$ cat config.mk
export PLATFORM = sky130hd
export DESIGN_NAME = closest_display_mode_search_top
export DESIGN_NICKNAME = d
export VERILOG_FILES = /design/src/cdms_pkg.sv /design/src/cdms_ctrl.sv /design/src/cdms_datapath.sv /design/src/closest_display_mode_search_top.sv
export VERILOG_INCLUDE_DIRS = /design/src /design/src/src
export SDC_FILE = /design/constraint.sdc
export NUM_CORES = 2
export LEC_CHECK = 0
export ABC_AREA = 1
export ABC_CLOCK_PERIOD_IN_PS = 7000
export BUFFER_PORTS_ARGS = -buffer_cell sky130_fd_sc_hd__buf_4
export CAP_MARGIN = 20
export CORE_MARGIN = 3
export CORE_UTILIZATION = 45
export DETAILED_ROUTE_END_ITERATION = 8
export GPL_TIMING_DRIVEN = 0
export PLACE_DENSITY = 0.62
export RECOVER_POWER = 50
export SYNTH_ARGS = -nofsm -noshare
export SYNTH_HDL_FRONTEND = slang
export SYNTH_SLANG_ARGS = --single-unit
$ cat constraint.sdc
create_clock -name clk -period 7 [get_ports clk]
set_input_delay 1.4 -clock clk [delete_from_list [all_inputs] [get_ports clk]]
set_output_delay 1.4 -clock clk [all_outputs]
set_load 0.03 [all_outputs]
$ cat src/closest_display_mode_search_top_assert.svh
// Assertion macros shared by the closest display mode search RTL.
`ifndef CLOSEST_DISPLAY_MODE_SEARCH_TOP_ASSERT_SVH
`define CLOSEST_DISPLAY_MODE_SEARCH_TOP_ASSERT_SVH
`ifndef SYNTH
// Same-cycle implication, checked at every rising edge outside reset.
`define CDMS_ASSERT_IMP(label, clk, rst, ante, cons) \
  label: assert property (@(posedge clk) disable iff (rst) (ante) |-> (cons)) \
    else $error("cdms: same-cycle check failed");
// Next-cycle implication, checked at every rising edge outside reset.
`define CDMS_ASSERT_NXT(label, clk, rst, ante, cons) \
  label: assert property (@(posedge clk) disable iff (rst) (ante) |=> (cons)) \
    else $error("cdms: next-cycle check failed");
`else
`define CDMS_ASSERT_IMP(label, clk, rst, ante, cons)
`define CDMS_ASSERT_NXT(label, clk, rst, ante, cons)
`endif
`endif

$ cat src/cdms_pkg.sv
// Shared constants, codes, types and helpers of the closest display mode search.
`default_nettype none
package cdms_pkg;

  localparam int MAX_MODES = 32;
  localparam int MAX_RATES = 8;

  localparam int MODE_AW  = (MAX_MODES > 1) ? $clog2(MAX_MODES) : 1;
  localparam int MODE_CW  = $clog2(MAX_MODES + 1);
  localparam int RATE_AW  = (MAX_RATES > 1) ? $clog2(MAX_RATES) : 1;
  localparam int RATE_CW  = $clog2(MAX_RATES + 1);
  localparam int STORE_AW = (MAX_MODES * MAX_RATES > 1) ? $clog2(MAX_MODES * MAX_RATES) : 1;
  localparam int IDX_W    = 5;
  localparam int CMPW     = (MODE_CW > IDX_W) ? MODE_CW : IDX_W;
  localparam int DIM_W    = 14;
  localparam int RATE_W   = 10;
  localparam int DIST_W   = DIM_W + 1;

  typedef enum logic [1:0] {
    OP_CLEAR    = 2'd0,
    OP_ADD_MODE = 2'd1,
    OP_ADD_RATE = 2'd2,
    OP_QUERY    = 2'd3
  } op_e;

  typedef enum logic [1:0] {
    ST_OK      = 2'd0,
    ST_FULL    = 2'd1,
    ST_NO_MODE = 2'd2
  } status_e;

  // Commands from the controller to the datapath.
  typedef struct packed {
    logic load;
    logic clear;
    logic add_mode;
    logic rc_rd_idx;
    logic add_rate;
    logic scan_init;
    logic mscan;
    logic rc_rd_sel;
    logic rate_setup;
    logic rscan;
    logic emit;
  } cmd_t;

  // Status from the datapath to the controller.
  typedef struct packed {
    op_e  op;
    logic count_zero;
    logic mscan_done;
    logic rate_empty;
    logic rscan_done;
    logic out_free;
  } sts_t;

  function automatic logic [DIM_W-1:0] absdiff_dim(input logic [DIM_W-1:0] a,
                                                   input logic [DIM_W-1:0] b);
    return (a > b) ? (a - b) : (b - a);
  endfunction

  function automatic logic [RATE_W-1:0] absdiff_rate(input logic [RATE_W-1:0] a,
                                                     input logic [RATE_W-1:0] b);
    return (a > b) ? (a - b) : (b - a);
  endfunction

  // Flat address of one rate slot: each mode owns MAX_RATES consecutive slots.
  function automatic logic [STORE_AW-1:0] rate_addr(input logic [MODE_AW-1:0] mode,
                                                    input logic [RATE_CW-1:0] slot);
    return STORE_AW'(STORE_AW'(mode) * STORE_AW'(MAX_RATES) + STORE_AW'(slot));
  endfunction

endpackage
`default_nettype wire

$ cat src/cdms_ctrl.sv
// Controller state machine that sequences clear, append and query work.
`default_nettype none
module cdms_ctrl (
  input  logic            clk,
  input  logic            rst,
  input  logic            in_valid,
  output logic            in_ready,
  output cdms_pkg::cmd_t  cmd,
  input  cdms_pkg::sts_t  sts
);

  typedef enum logic [7:0] {
    S_IDLE  = 8'b0000_0001,
    S_DISP  = 8'b0000_0010,
    S_RADD  = 8'b0000_0100,
    S_MSCAN = 8'b0000_1000,
    S_RCRD  = 8'b0001_0000,
    S_RSET  = 8'b0010_0000,
    S_RSCAN = 8'b0100_0000,
    S_EMIT  = 8'b1000_0000
  } state_t;

  state_t state;
  state_t state_next;

  assign in_ready = (state == S_IDLE);

  always_comb begin
    state_next = state;
    cmd        = '0;
    unique case (state)
      S_IDLE: begin
        if (in_valid) begin
          cmd.load   = 1'b1;
          state_next = S_DISP;
        end
      end
      S_DISP: begin
        unique case (sts.op)
          cdms_pkg::OP_CLEAR: begin
            cmd.clear  = 1'b1;
            state_next = S_EMIT;
          end
          cdms_pkg::OP_ADD_MODE: begin
            cmd.add_mode = 1'b1;
            state_next   = S_EMIT;
          end
          cdms_pkg::OP_ADD_RATE: begin
            cmd.rc_rd_idx = 1'b1;
            state_next    = S_RADD;
          end
          default: begin
            cmd.scan_init = 1'b1;
            state_next    = sts.count_zero ? S_EMIT : S_MSCAN;
          end
        endcase
      end
      S_RADD: begin
        cmd.add_rate = 1'b1;
        state_next   = S_EMIT;
      end
      S_MSCAN: begin
        cmd.mscan = 1'b1;
        if (sts.mscan_done) state_next = S_RCRD;
      end
      S_RCRD: begin
        cmd.rc_rd_sel = 1'b1;
        state_next    = S_RSET;
      end
      S_RSET: begin
        cmd.rate_setup = 1'b1;
        state_next     = sts.rate_empty ? S_EMIT : S_RSCAN;
      end
      S_RSCAN: begin
        cmd.rscan = 1'b1;
        if (sts.rscan_done) state_next = S_EMIT;
      end
      S_EMIT: begin
        if (sts.out_free) begin
          cmd.emit   = 1'b1;
          state_next = S_IDLE;
        end
      end
      default: state_next = S_IDLE;
    endcase
  end

  always_ff @(posedge clk) begin
    if (rst) begin
      state <= S_IDLE;
    end else begin
      state <= state_next;
    end
  end

endmodule
`default_nettype wire

$ cat src/cdms_datapath.sv
// Datapath: mode and rate tables, scan pointers, best-match tracking and result register.
`default_nettype none
`include "closest_display_mode_search_top_assert.svh"
module cdms_datapath (
  input  logic                            clk,
  input  logic                            rst,
  input  cdms_pkg::cmd_t                  cmd,
  output cdms_pkg::sts_t                  sts,
  input  logic [1:0]                      op,
  input  logic [cdms_pkg::IDX_W-1:0]      mode_index,
  input  logic [cdms_pkg::DIM_W-1:0]      width,
  input  logic [cdms_pkg::DIM_W-1:0]      height,
  input  logic [cdms_pkg::RATE_W-1:0]     refresh,
  output logic                            out_valid,
  input  logic                            out_ready,
  output logic [1:0]                      status,
  output logic [cdms_pkg::DIM_W-1:0]      width_out,
  output logic [cdms_pkg::DIM_W-1:0]      height_out,
  output logic [cdms_pkg::RATE_W-1:0]     refresh_out,
  output logic                            exact_found,
  output logic [cdms_pkg::IDX_W-1:0]      exact_index
);

  // Latched item.
  cdms_pkg::op_e                     op_q;
  logic [cdms_pkg::IDX_W-1:0]        idx_q;
  logic [cdms_pkg::DIM_W-1:0]        w_q;
  logic [cdms_pkg::DIM_W-1:0]        h_q;
  logic [cdms_pkg::RATE_W-1:0]       rf_q;
  cdms_pkg::status_e                 st_q;

  // Tables.
  logic [cdms_pkg::DIM_W-1:0]        mode_w   [cdms_pkg::MAX_MODES];
  logic [cdms_pkg::DIM_W-1:0]        mode_h   [cdms_pkg::MAX_MODES];
  logic [cdms_pkg::RATE_CW-1:0]      rate_cnt [cdms_pkg::MAX_MODES];
  logic [cdms_pkg::RATE_W-1:0]       rate_mem [cdms_pkg::MAX_MODES * cdms_pkg::MAX_RATES];
  logic [cdms_pkg::MODE_CW-1:0]      mode_count;

  // Registered read data.
  logic [cdms_pkg::DIM_W-1:0]        rd_w;
  logic [cdms_pkg::DIM_W-1:0]        rd_h;
  logic [cdms_pkg::RATE_CW-1:0]      rd_rc;
  logic [cdms_pkg::RATE_W-1:0]       rd_rate;

  // Mode scan.
  logic [cdms_pkg::MODE_CW-1:0]      mptr;
  logic                              mdv;
  logic [cdms_pkg::MODE_AW-1:0]      mtag;
  logic                              ef;
  logic                              have;
  logic [cdms_pkg::MODE_AW-1:0]      sel;
  logic [cdms_pkg::DIST_W-1:0]       bestd;
  logic [cdms_pkg::DIM_W-1:0]        best_w;
  logic [cdms_pkg::DIM_W-1:0]        best_h;

  // Rate scan.
  logic [cdms_pkg::RATE_CW-1:0]      rptr;
  logic [cdms_pkg::RATE_CW-1:0]      rn;
  logic                              rdv;
  logic [cdms_pkg::RATE_AW-1:0]      rtag;
  logic                              have_r;
  logic [cdms_pkg::RATE_W-1:0]       best_rd;
  logic [cdms_pkg::RATE_W-1:0]       ro;

  // Combinational helpers.
  logic                              tbl_full;
  logic [cdms_pkg::MODE_AW-1:0]      wr_m;
  logic [cdms_pkg::MODE_AW-1:0]      idx_a;
  logic                              no_mode;
  logic                              rate_full;
  logic                              rate_we;
  logic                              rc_we;
  logic [cdms_pkg::MODE_AW-1:0]      rc_waddr;
  logic [cdms_pkg::RATE_CW-1:0]      rc_wdata;
  logic                              rc_re;
  logic [cdms_pkg::MODE_AW-1:0]      rc_raddr;
  logic [cdms_pkg::RATE_CW-1:0]      rc_clamped;
  logic                              m_issue;
  logic                              m_hit;
  logic [cdms_pkg::DIST_W-1:0]       m_dist;
  logic                              m_better;
  logic                              r_issue;
  logic                              r_hit;
  logic [cdms_pkg::RATE_W-1:0]       r_dist;
  logic                              r_better;

  assign tbl_full  = (mode_count >= cdms_pkg::MODE_CW'(cdms_pkg::MAX_MODES));
  assign wr_m      = mode_count[cdms_pkg::MODE_AW-1:0];
  assign idx_a     = cdms_pkg::MODE_AW'(idx_q);
  assign no_mode   = (cdms_pkg::CMPW'(idx_q) >= cdms_pkg::CMPW'(mode_count));
  assign rate_full = (rd_rc >= cdms_pkg::RATE_CW'(cdms_pkg::MAX_RATES));
  assign rate_we   = cmd.add_rate && !no_mode && !rate_full;

  assign rc_we     = (cmd.add_mode && !tbl_full) || rate_we;
  assign rc_waddr  = cmd.add_mode ? wr_m : idx_a;
  assign rc_wdata  = cmd.add_mode ? '0 : cdms_pkg::RATE_CW'(rd_rc + 1'b1);
  assign rc_re     = cmd.rc_rd_idx || cmd.rc_rd_sel;
  assign rc_raddr  = cmd.rc_rd_idx ? idx_a : sel;
  assign rc_clamped = rate_full ? cdms_pkg::RATE_CW'(cdms_pkg::MAX_RATES) : rd_rc;

  assign m_issue  = cmd.mscan && (mptr < mode_count);
  assign m_hit    = (rd_w == w_q) && (rd_h == h_q);
  assign m_dist   = cdms_pkg::DIST_W'(cdms_pkg::absdiff_dim(rd_w, w_q))
                  + cdms_pkg::DIST_W'(cdms_pkg::absdiff_dim(rd_h, h_q));
  assign m_better = !have || (m_dist < bestd);

  assign r_issue  = cmd.rscan && (rptr < rn);
  assign r_hit    = (rd_rate == rf_q);
  assign r_dist   = cdms_pkg::absdiff_rate(rd_rate, rf_q);
  assign r_better = !have_r || (r_dist < best_rd);

  assign sts.op         = op_q;
  assign sts.count_zero = (mode_count == '0);
  assign sts.mscan_done = mdv && (m_hit ||
                          (cdms_pkg::MODE_CW'(mtag) == mode_count - cdms_pkg::MODE_CW'(1)));
  assign sts.rate_empty = (rd_rc == '0);
  assign sts.rscan_done = rdv && (r_hit ||
                          (cdms_pkg::RATE_CW'(rtag) == rn - cdms_pkg::RATE_CW'(1)));
  assign sts.out_free   = !out_valid || out_ready;

  // Control state.
  always_ff @(posedge clk) begin
    if (rst) begin
      mode_count <= '0;
      mptr       <= '0;
      mdv        <= 1'b0;
      rptr       <= '0;
      rn         <= '0;
      rdv        <= 1'b0;
      out_valid  <= 1'b0;
    end else begin
      if (cmd.clear) begin
        mode_count <= '0;
      end else if (cmd.add_mode && !tbl_full) begin
        mode_count <= mode_count + 1'b1;
      end
      if (cmd.scan_init) begin
        mptr <= '0;
      end else if (m_issue) begin
        mptr <= mptr + 1'b1;
      end
      mdv <= m_issue;
      if (cmd.rate_setup) begin
        rn   <= rc_clamped;
        rptr <= '0;
      end else if (r_issue) begin
        rptr <= rptr + 1'b1;
      end
      rdv <= r_issue;
      if (cmd.emit) begin
        out_valid <= 1'b1;
      end else if (out_ready) begin
        out_valid <= 1'b0;
      end
    end
  end

  // Mode size tables.
  always_ff @(posedge clk) begin
    if (cmd.add_mode && !tbl_full) begin
      mode_w[wr_m] <= w_q;
      mode_h[wr_m] <= h_q;
    end
    if (m_issue) begin
      rd_w <= mode_w[mptr[cdms_pkg::MODE_AW-1:0]];
      rd_h <= mode_h[mptr[cdms_pkg::MODE_AW-1:0]];
      mtag <= mptr[cdms_pkg::MODE_AW-1:0];
    end
  end

  // Per-mode rate counts.
  always_ff @(posedge clk) begin
    if (rc_we) begin
      rate_cnt[rc_waddr] <= rc_wdata;
    end
    if (rc_re) begin
      rd_rc <= rate_cnt[rc_raddr];
    end
  end

  // Rate slots.
  always_ff @(posedge clk) begin
    if (rate_we) begin
      rate_mem[cdms_pkg::rate_addr(idx_a, rd_rc)] <= rf_q;
    end
    if (r_issue) begin
      rd_rate <= rate_mem[cdms_pkg::rate_addr(sel, rptr)];
      rtag    <= rptr[cdms_pkg::RATE_AW-1:0];
    end
  end

  // Item, status and search payload.
  always_ff @(posedge clk) begin
    if (cmd.load) begin
      op_q  <= cdms_pkg::op_e'(op);
      idx_q <= mode_index;
      w_q   <= width;
      h_q   <= height;
      rf_q  <= refresh;
      st_q  <= cdms_pkg::ST_OK;
    end
    if (cmd.add_mode && tbl_full) begin
      st_q <= cdms_pkg::ST_FULL;
    end
    if (cmd.add_rate) begin
      st_q <= no_mode ? cdms_pkg::ST_NO_MODE :
              (rate_full ? cdms_pkg::ST_FULL : cdms_pkg::ST_OK);
    end
    if (cmd.scan_init) begin
      ef     <= 1'b0;
      have   <= 1'b0;
      have_r <= 1'b0;
      sel    <= '0;
      ro     <= rf_q;
    end
    if (cmd.mscan && mdv) begin
      if (m_hit) begin
        ef  <= 1'b1;
        sel <= mtag;
      end else if (m_better) begin
        have   <= 1'b1;
        sel    <= mtag;
        bestd  <= m_dist;
        best_w <= rd_w;
        best_h <= rd_h;
      end
    end
    if (cmd.rscan && rdv) begin
      if (r_hit) begin
        ro <= rd_rate;
      end else if (r_better) begin
        have_r  <= 1'b1;
        best_rd <= r_dist;
        ro      <= rd_rate;
      end
    end
  end

  // Result register.
  always_ff @(posedge clk) begin
    if (cmd.emit) begin
      status <= st_q;
      if (op_q == cdms_pkg::OP_QUERY) begin
        width_out   <= (have && !ef) ? best_w : w_q;
        height_out  <= (have && !ef) ? best_h : h_q;
        refresh_out <= ro;
        exact_found <= ef;
        exact_index <= ef ? cdms_pkg::IDX_W'(sel) : '0;
      end else begin
        width_out   <= '0;
        height_out  <= '0;
        refresh_out <= '0;
        exact_found <= 1'b0;
        exact_index <= '0;
      end
    end
  end

  `CDMS_ASSERT_IMP(a_count_bound, clk, rst, 1'b1, mode_count <= cdms_pkg::MODE_CW'(cdms_pkg::MAX_MODES))
  `CDMS_ASSERT_IMP(a_emit_free, clk, rst, cmd.emit, !out_valid || out_ready)
  `CDMS_ASSERT_IMP(a_mtag_range, clk, rst, cmd.mscan && mdv, cdms_pkg::MODE_CW'(mtag) < mode_count)
  `CDMS_ASSERT_IMP(a_rptr_bound, clk, rst, 1'b1, rptr <= rn)
  `CDMS_ASSERT_NXT(a_emit_valid, clk, rst, cmd.emit, out_valid)

endmodule
`default_nettype wire

$ cat src/closest_display_mode_search_top.sv
// Top level of the closest display mode search: stream ports, controller and datapath.
`default_nettype none
// This block keeps a table of up to 32 display modes, each a width, a height and up to
// eight refresh rates, and answers one item at a time with exactly one result transfer.
// The item kind on s_tuser selects clear, mode append, rate append or query. A rate
// append first reads the mode's rate count. A query reads one mode entry a cycle
// from the mode size tables, stopping at the first exact size match, then reads the
// chosen mode's rate count and one rate a cycle from the rate store, again stopping at
// an exact hit. A query on an empty table returns the requested size and refresh
// unchanged. The block takes the next input transfer as soon as the current result
// sits in the output register, even if the consumer has not taken it.
// The tables come up undefined after reset; only the mode count is cleared, and every
// mode entry and its rate count are written when the mode is appended.
module closest_display_mode_search_top (
  input  logic        clk,
  input  logic        rst,
  input  logic        s_tvalid,
  output logic        s_tready,
  // s_tdata: mode_index[4:0], width[18:5], height[32:19], refresh[42:33], zero fill
  input  logic [47:0] s_tdata,
  // s_tuser: op[1:0]
  input  logic [1:0]  s_tuser,
  output logic        m_tvalid,
  input  logic        m_tready,
  // m_tdata: status[1:0], width_out[15:2], height_out[29:16], refresh_out[39:30],
  //          exact_found[40], exact_index[45:41], zero fill
  output logic [47:0] m_tdata
);

  cdms_pkg::cmd_t                 cmd;
  cdms_pkg::sts_t                 sts;
  logic [1:0]                     status;
  logic [cdms_pkg::DIM_W-1:0]     width_out;
  logic [cdms_pkg::DIM_W-1:0]     height_out;
  logic [cdms_pkg::RATE_W-1:0]    refresh_out;
  logic                           exact_found;
  logic [cdms_pkg::IDX_W-1:0]     exact_index;

  // The controller owns the input handshake and sequences every item.
  cdms_ctrl u_ctrl (
    .clk      (clk),
    .rst      (rst),
    .in_valid (s_tvalid),
    .in_ready (s_tready),
    .cmd      (cmd),
    .sts      (sts)
  );

  // The datapath holds the tables, the scan state and the output register.
  cdms_datapath u_dp (
    .clk         (clk),
    .rst         (rst),
    .cmd         (cmd),
    .sts         (sts),
    .op          (s_tuser),
    .mode_index  (s_tdata[4:0]),
    .width       (s_tdata[18:5]),
    .height      (s_tdata[32:19]),
    .refresh     (s_tdata[42:33]),
    .out_valid   (m_tvalid),
    .out_ready   (m_tready),
    .status      (status),
    .width_out   (width_out),
    .height_out  (height_out),
    .refresh_out (refresh_out),
    .exact_found (exact_found),
    .exact_index (exact_index)
  );

  // Result fields are packed from the lowest bit up, with the top bits zero.
  assign m_tdata = {2'b00, exact_index, exact_found, refresh_out, height_out,
                    width_out, status};

endmodule
`default_nettype wire
==> results.cfg <==
[floorplan]
core-area_sq_um = 350000
rows = 217
die_w_um = 600
initial_core_util = 0.453
die-area_sq_um = 360000
io_pins = 104
die_y_um = 600

[worst_setup_path]
critPathLaunchType = flip-flop
crit_path_end = u_dp.rate_mem[56][5]
cp.arrival_ps = 7340
path_cells = clkbuf_1 -> clkbuf_1 -> clkbuf_1 -> clkbuf_1 -> clkbuf_1 -> clkbuf_1 -> clkbuf_1
ff2ff_setup_slack_ps = 280
slowest_delay_ps = 1070
critPathSlowestCell = clkbuf_1
cp_max_fo = 26
crit_path_end_kind = flip-flop
r2r_start = u_dp.rf_q[5]
crit_top_cell = clkbuf_1
crit_path_start = u_dp.rf_q[5]
criticalPathCategory = reg2reg
cp.required_ps = 7620
r2r_cells = 7
reg2reg_to = u_dp.rate_mem[56][5]

[routing]
antenna_left = 0
drt_iter0_drc = 19100
drt-vias-per-instance = 6.04
post_drt_wl_per_cell_um = 30.5
firstDrtPassIters = 9
post-route-drc-count = 0
num_vias = 116000
drt-total-wl_um = 585000

[global_route]
grt_usage = 0.317
grt-ovfl-total = 0
grt_max_degree = 36
grt_pass1_wl_um = 806000
antenna_found_initial = 27
grt_pass1_vias = 107000

[sta]
worstMarginPinSlew_ps = 2600
max-slew-margin-rel = -0.737
fin_crit_ps = 6720
finalMaxSlewViolations = 274
holdWs_ps = 467
hold_viol = 0
timing.fmax_mhz = 149
setup_viol = 0
fin_setup_tns_ps = 0
fin_crit_sh = 0.960
skew_ps = 70.8
rsz0062_at_grt = false
finalWorstSetupSlack_ps = 280

[clocking]
htreeDepth = 5
tritoncts = built
numCtsBuffers = 398
clk_pin_slew_ps = 60
cts_max_path_buffers = 4
cts.sinks = 3829
clock-root-buffer = clkbuf_16
cts_resized = 0
clock_latency_ps = 1000
cts_hold_buf = 0

[logic_synthesis]
netlist_area_sq_um = 159000
avgSynthCellArea_sq_um = 11.9
ys_warn_count = 0
ys_types = 55
yosysSeqAreaShare = 0.722
synthFlopType = edfxtp_1
async_flop_share = 0
syn_inst = 13400
synth.ff_latch_count = 3829
synth_edf_count = 3780

[power]
p_clk_frac = 0.392
p_int_mw = 39.5
p_sw_frac = 0.251
finalPower_mw = 52.7
power.density_nw_per_um2 = 290
combPwrFrac = 0.097
vdd_drop_max_mv = 0.248
power.leakage_nw = 63.7
power.switching_mw = 13.2
power_frac_seq = 0.511

[finish]
syn_to_final_growth_pct = 14.6
final_common_cell = edfxtp_1
final_cell_mix = 3780 x edfxtp_1, 3224 x nand2_1, 2788 x nand3_1, 806 x nor2_1, 681 x clkbuf_1
nNetsFinal = 14500
drive_above_1_share = 0.0882
fin_util = 0.519

[place]
portBuffers = 96
place_congestion = 1.01
post-place-ws_ps = 669
hpwl_um = 416000

[min_path]
holdCritPathClass = reg2reg

[run]
maxCapViolations = 11

[status]
outcome = finished with violations
violations = max-capacitance violations, max-slew violations
how the worst min path moves through the flow:
stage,from,to,slack (ps),depth (start not counted)
finish,u_dp.have_r,u_dp.have_r,470,2
global route,u_dp.st_q[0],u_dp.status[0],480,0
CTS,u_dp.have_r,u_dp.have_r,470,2
detailed placement,u_dp.have_r,u_dp.have_r,450,2
global placement,u_dp.have_r,u_dp.have_r,440,2
floorplan,u_dp.st_q[0],u_dp.status[0],400,0
per-layer routing:
layer | wire [um] | track usage | share of wire
met1 | 215000 | 0.421 | 0.37
met2 | 254000 | 0.473 | 0.43
met3 | 74600 | 0.0833 | 0.13
met4 | 41100 | 0.182 | 0.070
met5 | 31 | 0 | 0.000053
cells in the mapped netlist, types with 11 or more instances:
cell type / count / area share
a21oi_1: 125 / 0.0039
buf_1: 111 / 0.0026
buf_2: 281 / 0.0089
buf_4: 13 / 0.00062
clkbuf_1: 431 / 0.010
dfxtp_1: 49 / 0.0062
edfxtp_1: 3780 / 0.72
ha_1: 138 / 0.011
inv_1: 410 / 0.0097
inv_2: 11 / 0.00026
nand2_1: 3222 / 0.076
nand3_1: 2786 / 0.088
nand3b_1: 32 / 0.0015
nand4_1: 49 / 0.0019
nor2_1: 843 / 0.020
nor2_2: 22 / 0.00087
o211ai_1: 33 / 0.0016
o21ai_0: 584 / 0.018
o21bai_1: 14 / 0.00066
o221ai_1: 81 / 0.0045
o22ai_1: 145 / 0.0057
xnor2_1: 15 / 0.00083
xor2_1: 64 / 0.0035
sequential cells by signal (all words and copies together), names as in the netlist, 6 cells and up:
register and flops:
u_dp.rd_w 14, u_dp.best_rd 10, u_dp.height_out 14, u_dp.mode_h 448
u_dp.h_q 14, u_dp.width_out 14, u_dp.w_q 14, u_ctrl.state 8
u_dp.rf_q 10, u_dp.mode_w 448, u_dp.rd_h 14, u_dp.best_w 14
u_dp.rate_mem 2560, u_dp.bestd 15, u_dp.rd_rate 10, u_dp.best_h 14
u_dp.rate_cnt 128, u_dp.mode_count 6, u_dp.refresh_out 10, u_dp.mptr 6
u_dp.ro 10
final cells by class:
| cell class | count | area (sq um) |
|---|---|---|
| multi-input cells | 8258 | 39200 |
| repair buffers | 503 | 4650 |
| flip-flops and latches | 3829 | 114000 |
| well taps | 4599 | 5750 |
| inverters | 428 | 1610 |
| diodes | 12 | 30.0 |
| clock inverters | 210 | 1940 |
| plain buffers | 843 | 3620 |
| clock buffers | 504 | 10500 |
| fillers | 30100 | 169000 |
cells by family after synthesis:
group,after synthesis,synth area share
XOR/XNOR,82,0.00474
multiplexers,2,0.000126
other,1,0.0000236
AO/OA/AOI/OAI,1024,0.0367
buffers and inverters,1271,0.0328
adder cells (fa/ha/maj),145,0.0118
flip-flops,3829,0.722
AND/OR/NAND/NOR,7003,0.192
power by group through the flow:
stage | clock network, mW | registers (mW) | logic (mW)
3_5_place_dp | 0 | 27.4 | 6.01
5_1_grt | 21.6 | 26.9 | 5.49
4_1_cts | 20.7 | 26.9 | 6.03
2_1_floorplan | 0 | 28.2 | 2.06
6_report | 20.7 | 26.9 | 5.09
3_3_place_gp | 0 | 29.7 | 2.95
critical path, delay by kind of cell (launching register included):
| family | cells | cell delay [ps] |
|---|---|---|
| flops | 1 | 340 |
| buf+inv | 7 | 5920 |
repair_timing:
action                     in CTS  in global routing
setup endpoints to repair       0                 29
buffers inserted                0                 10
hold endpoints to repair        0                  0
metrics by stage:
stage | instances | area [sq um]
floorplan | 13400 | 159000
global placement | 18100 | 165000
detailed placement | 18400 | 172000
CTS | 19100 | 185000
global route | 19200 | 182000
finish | 19200 | 182000
Power figures use the tool's default switching activity.
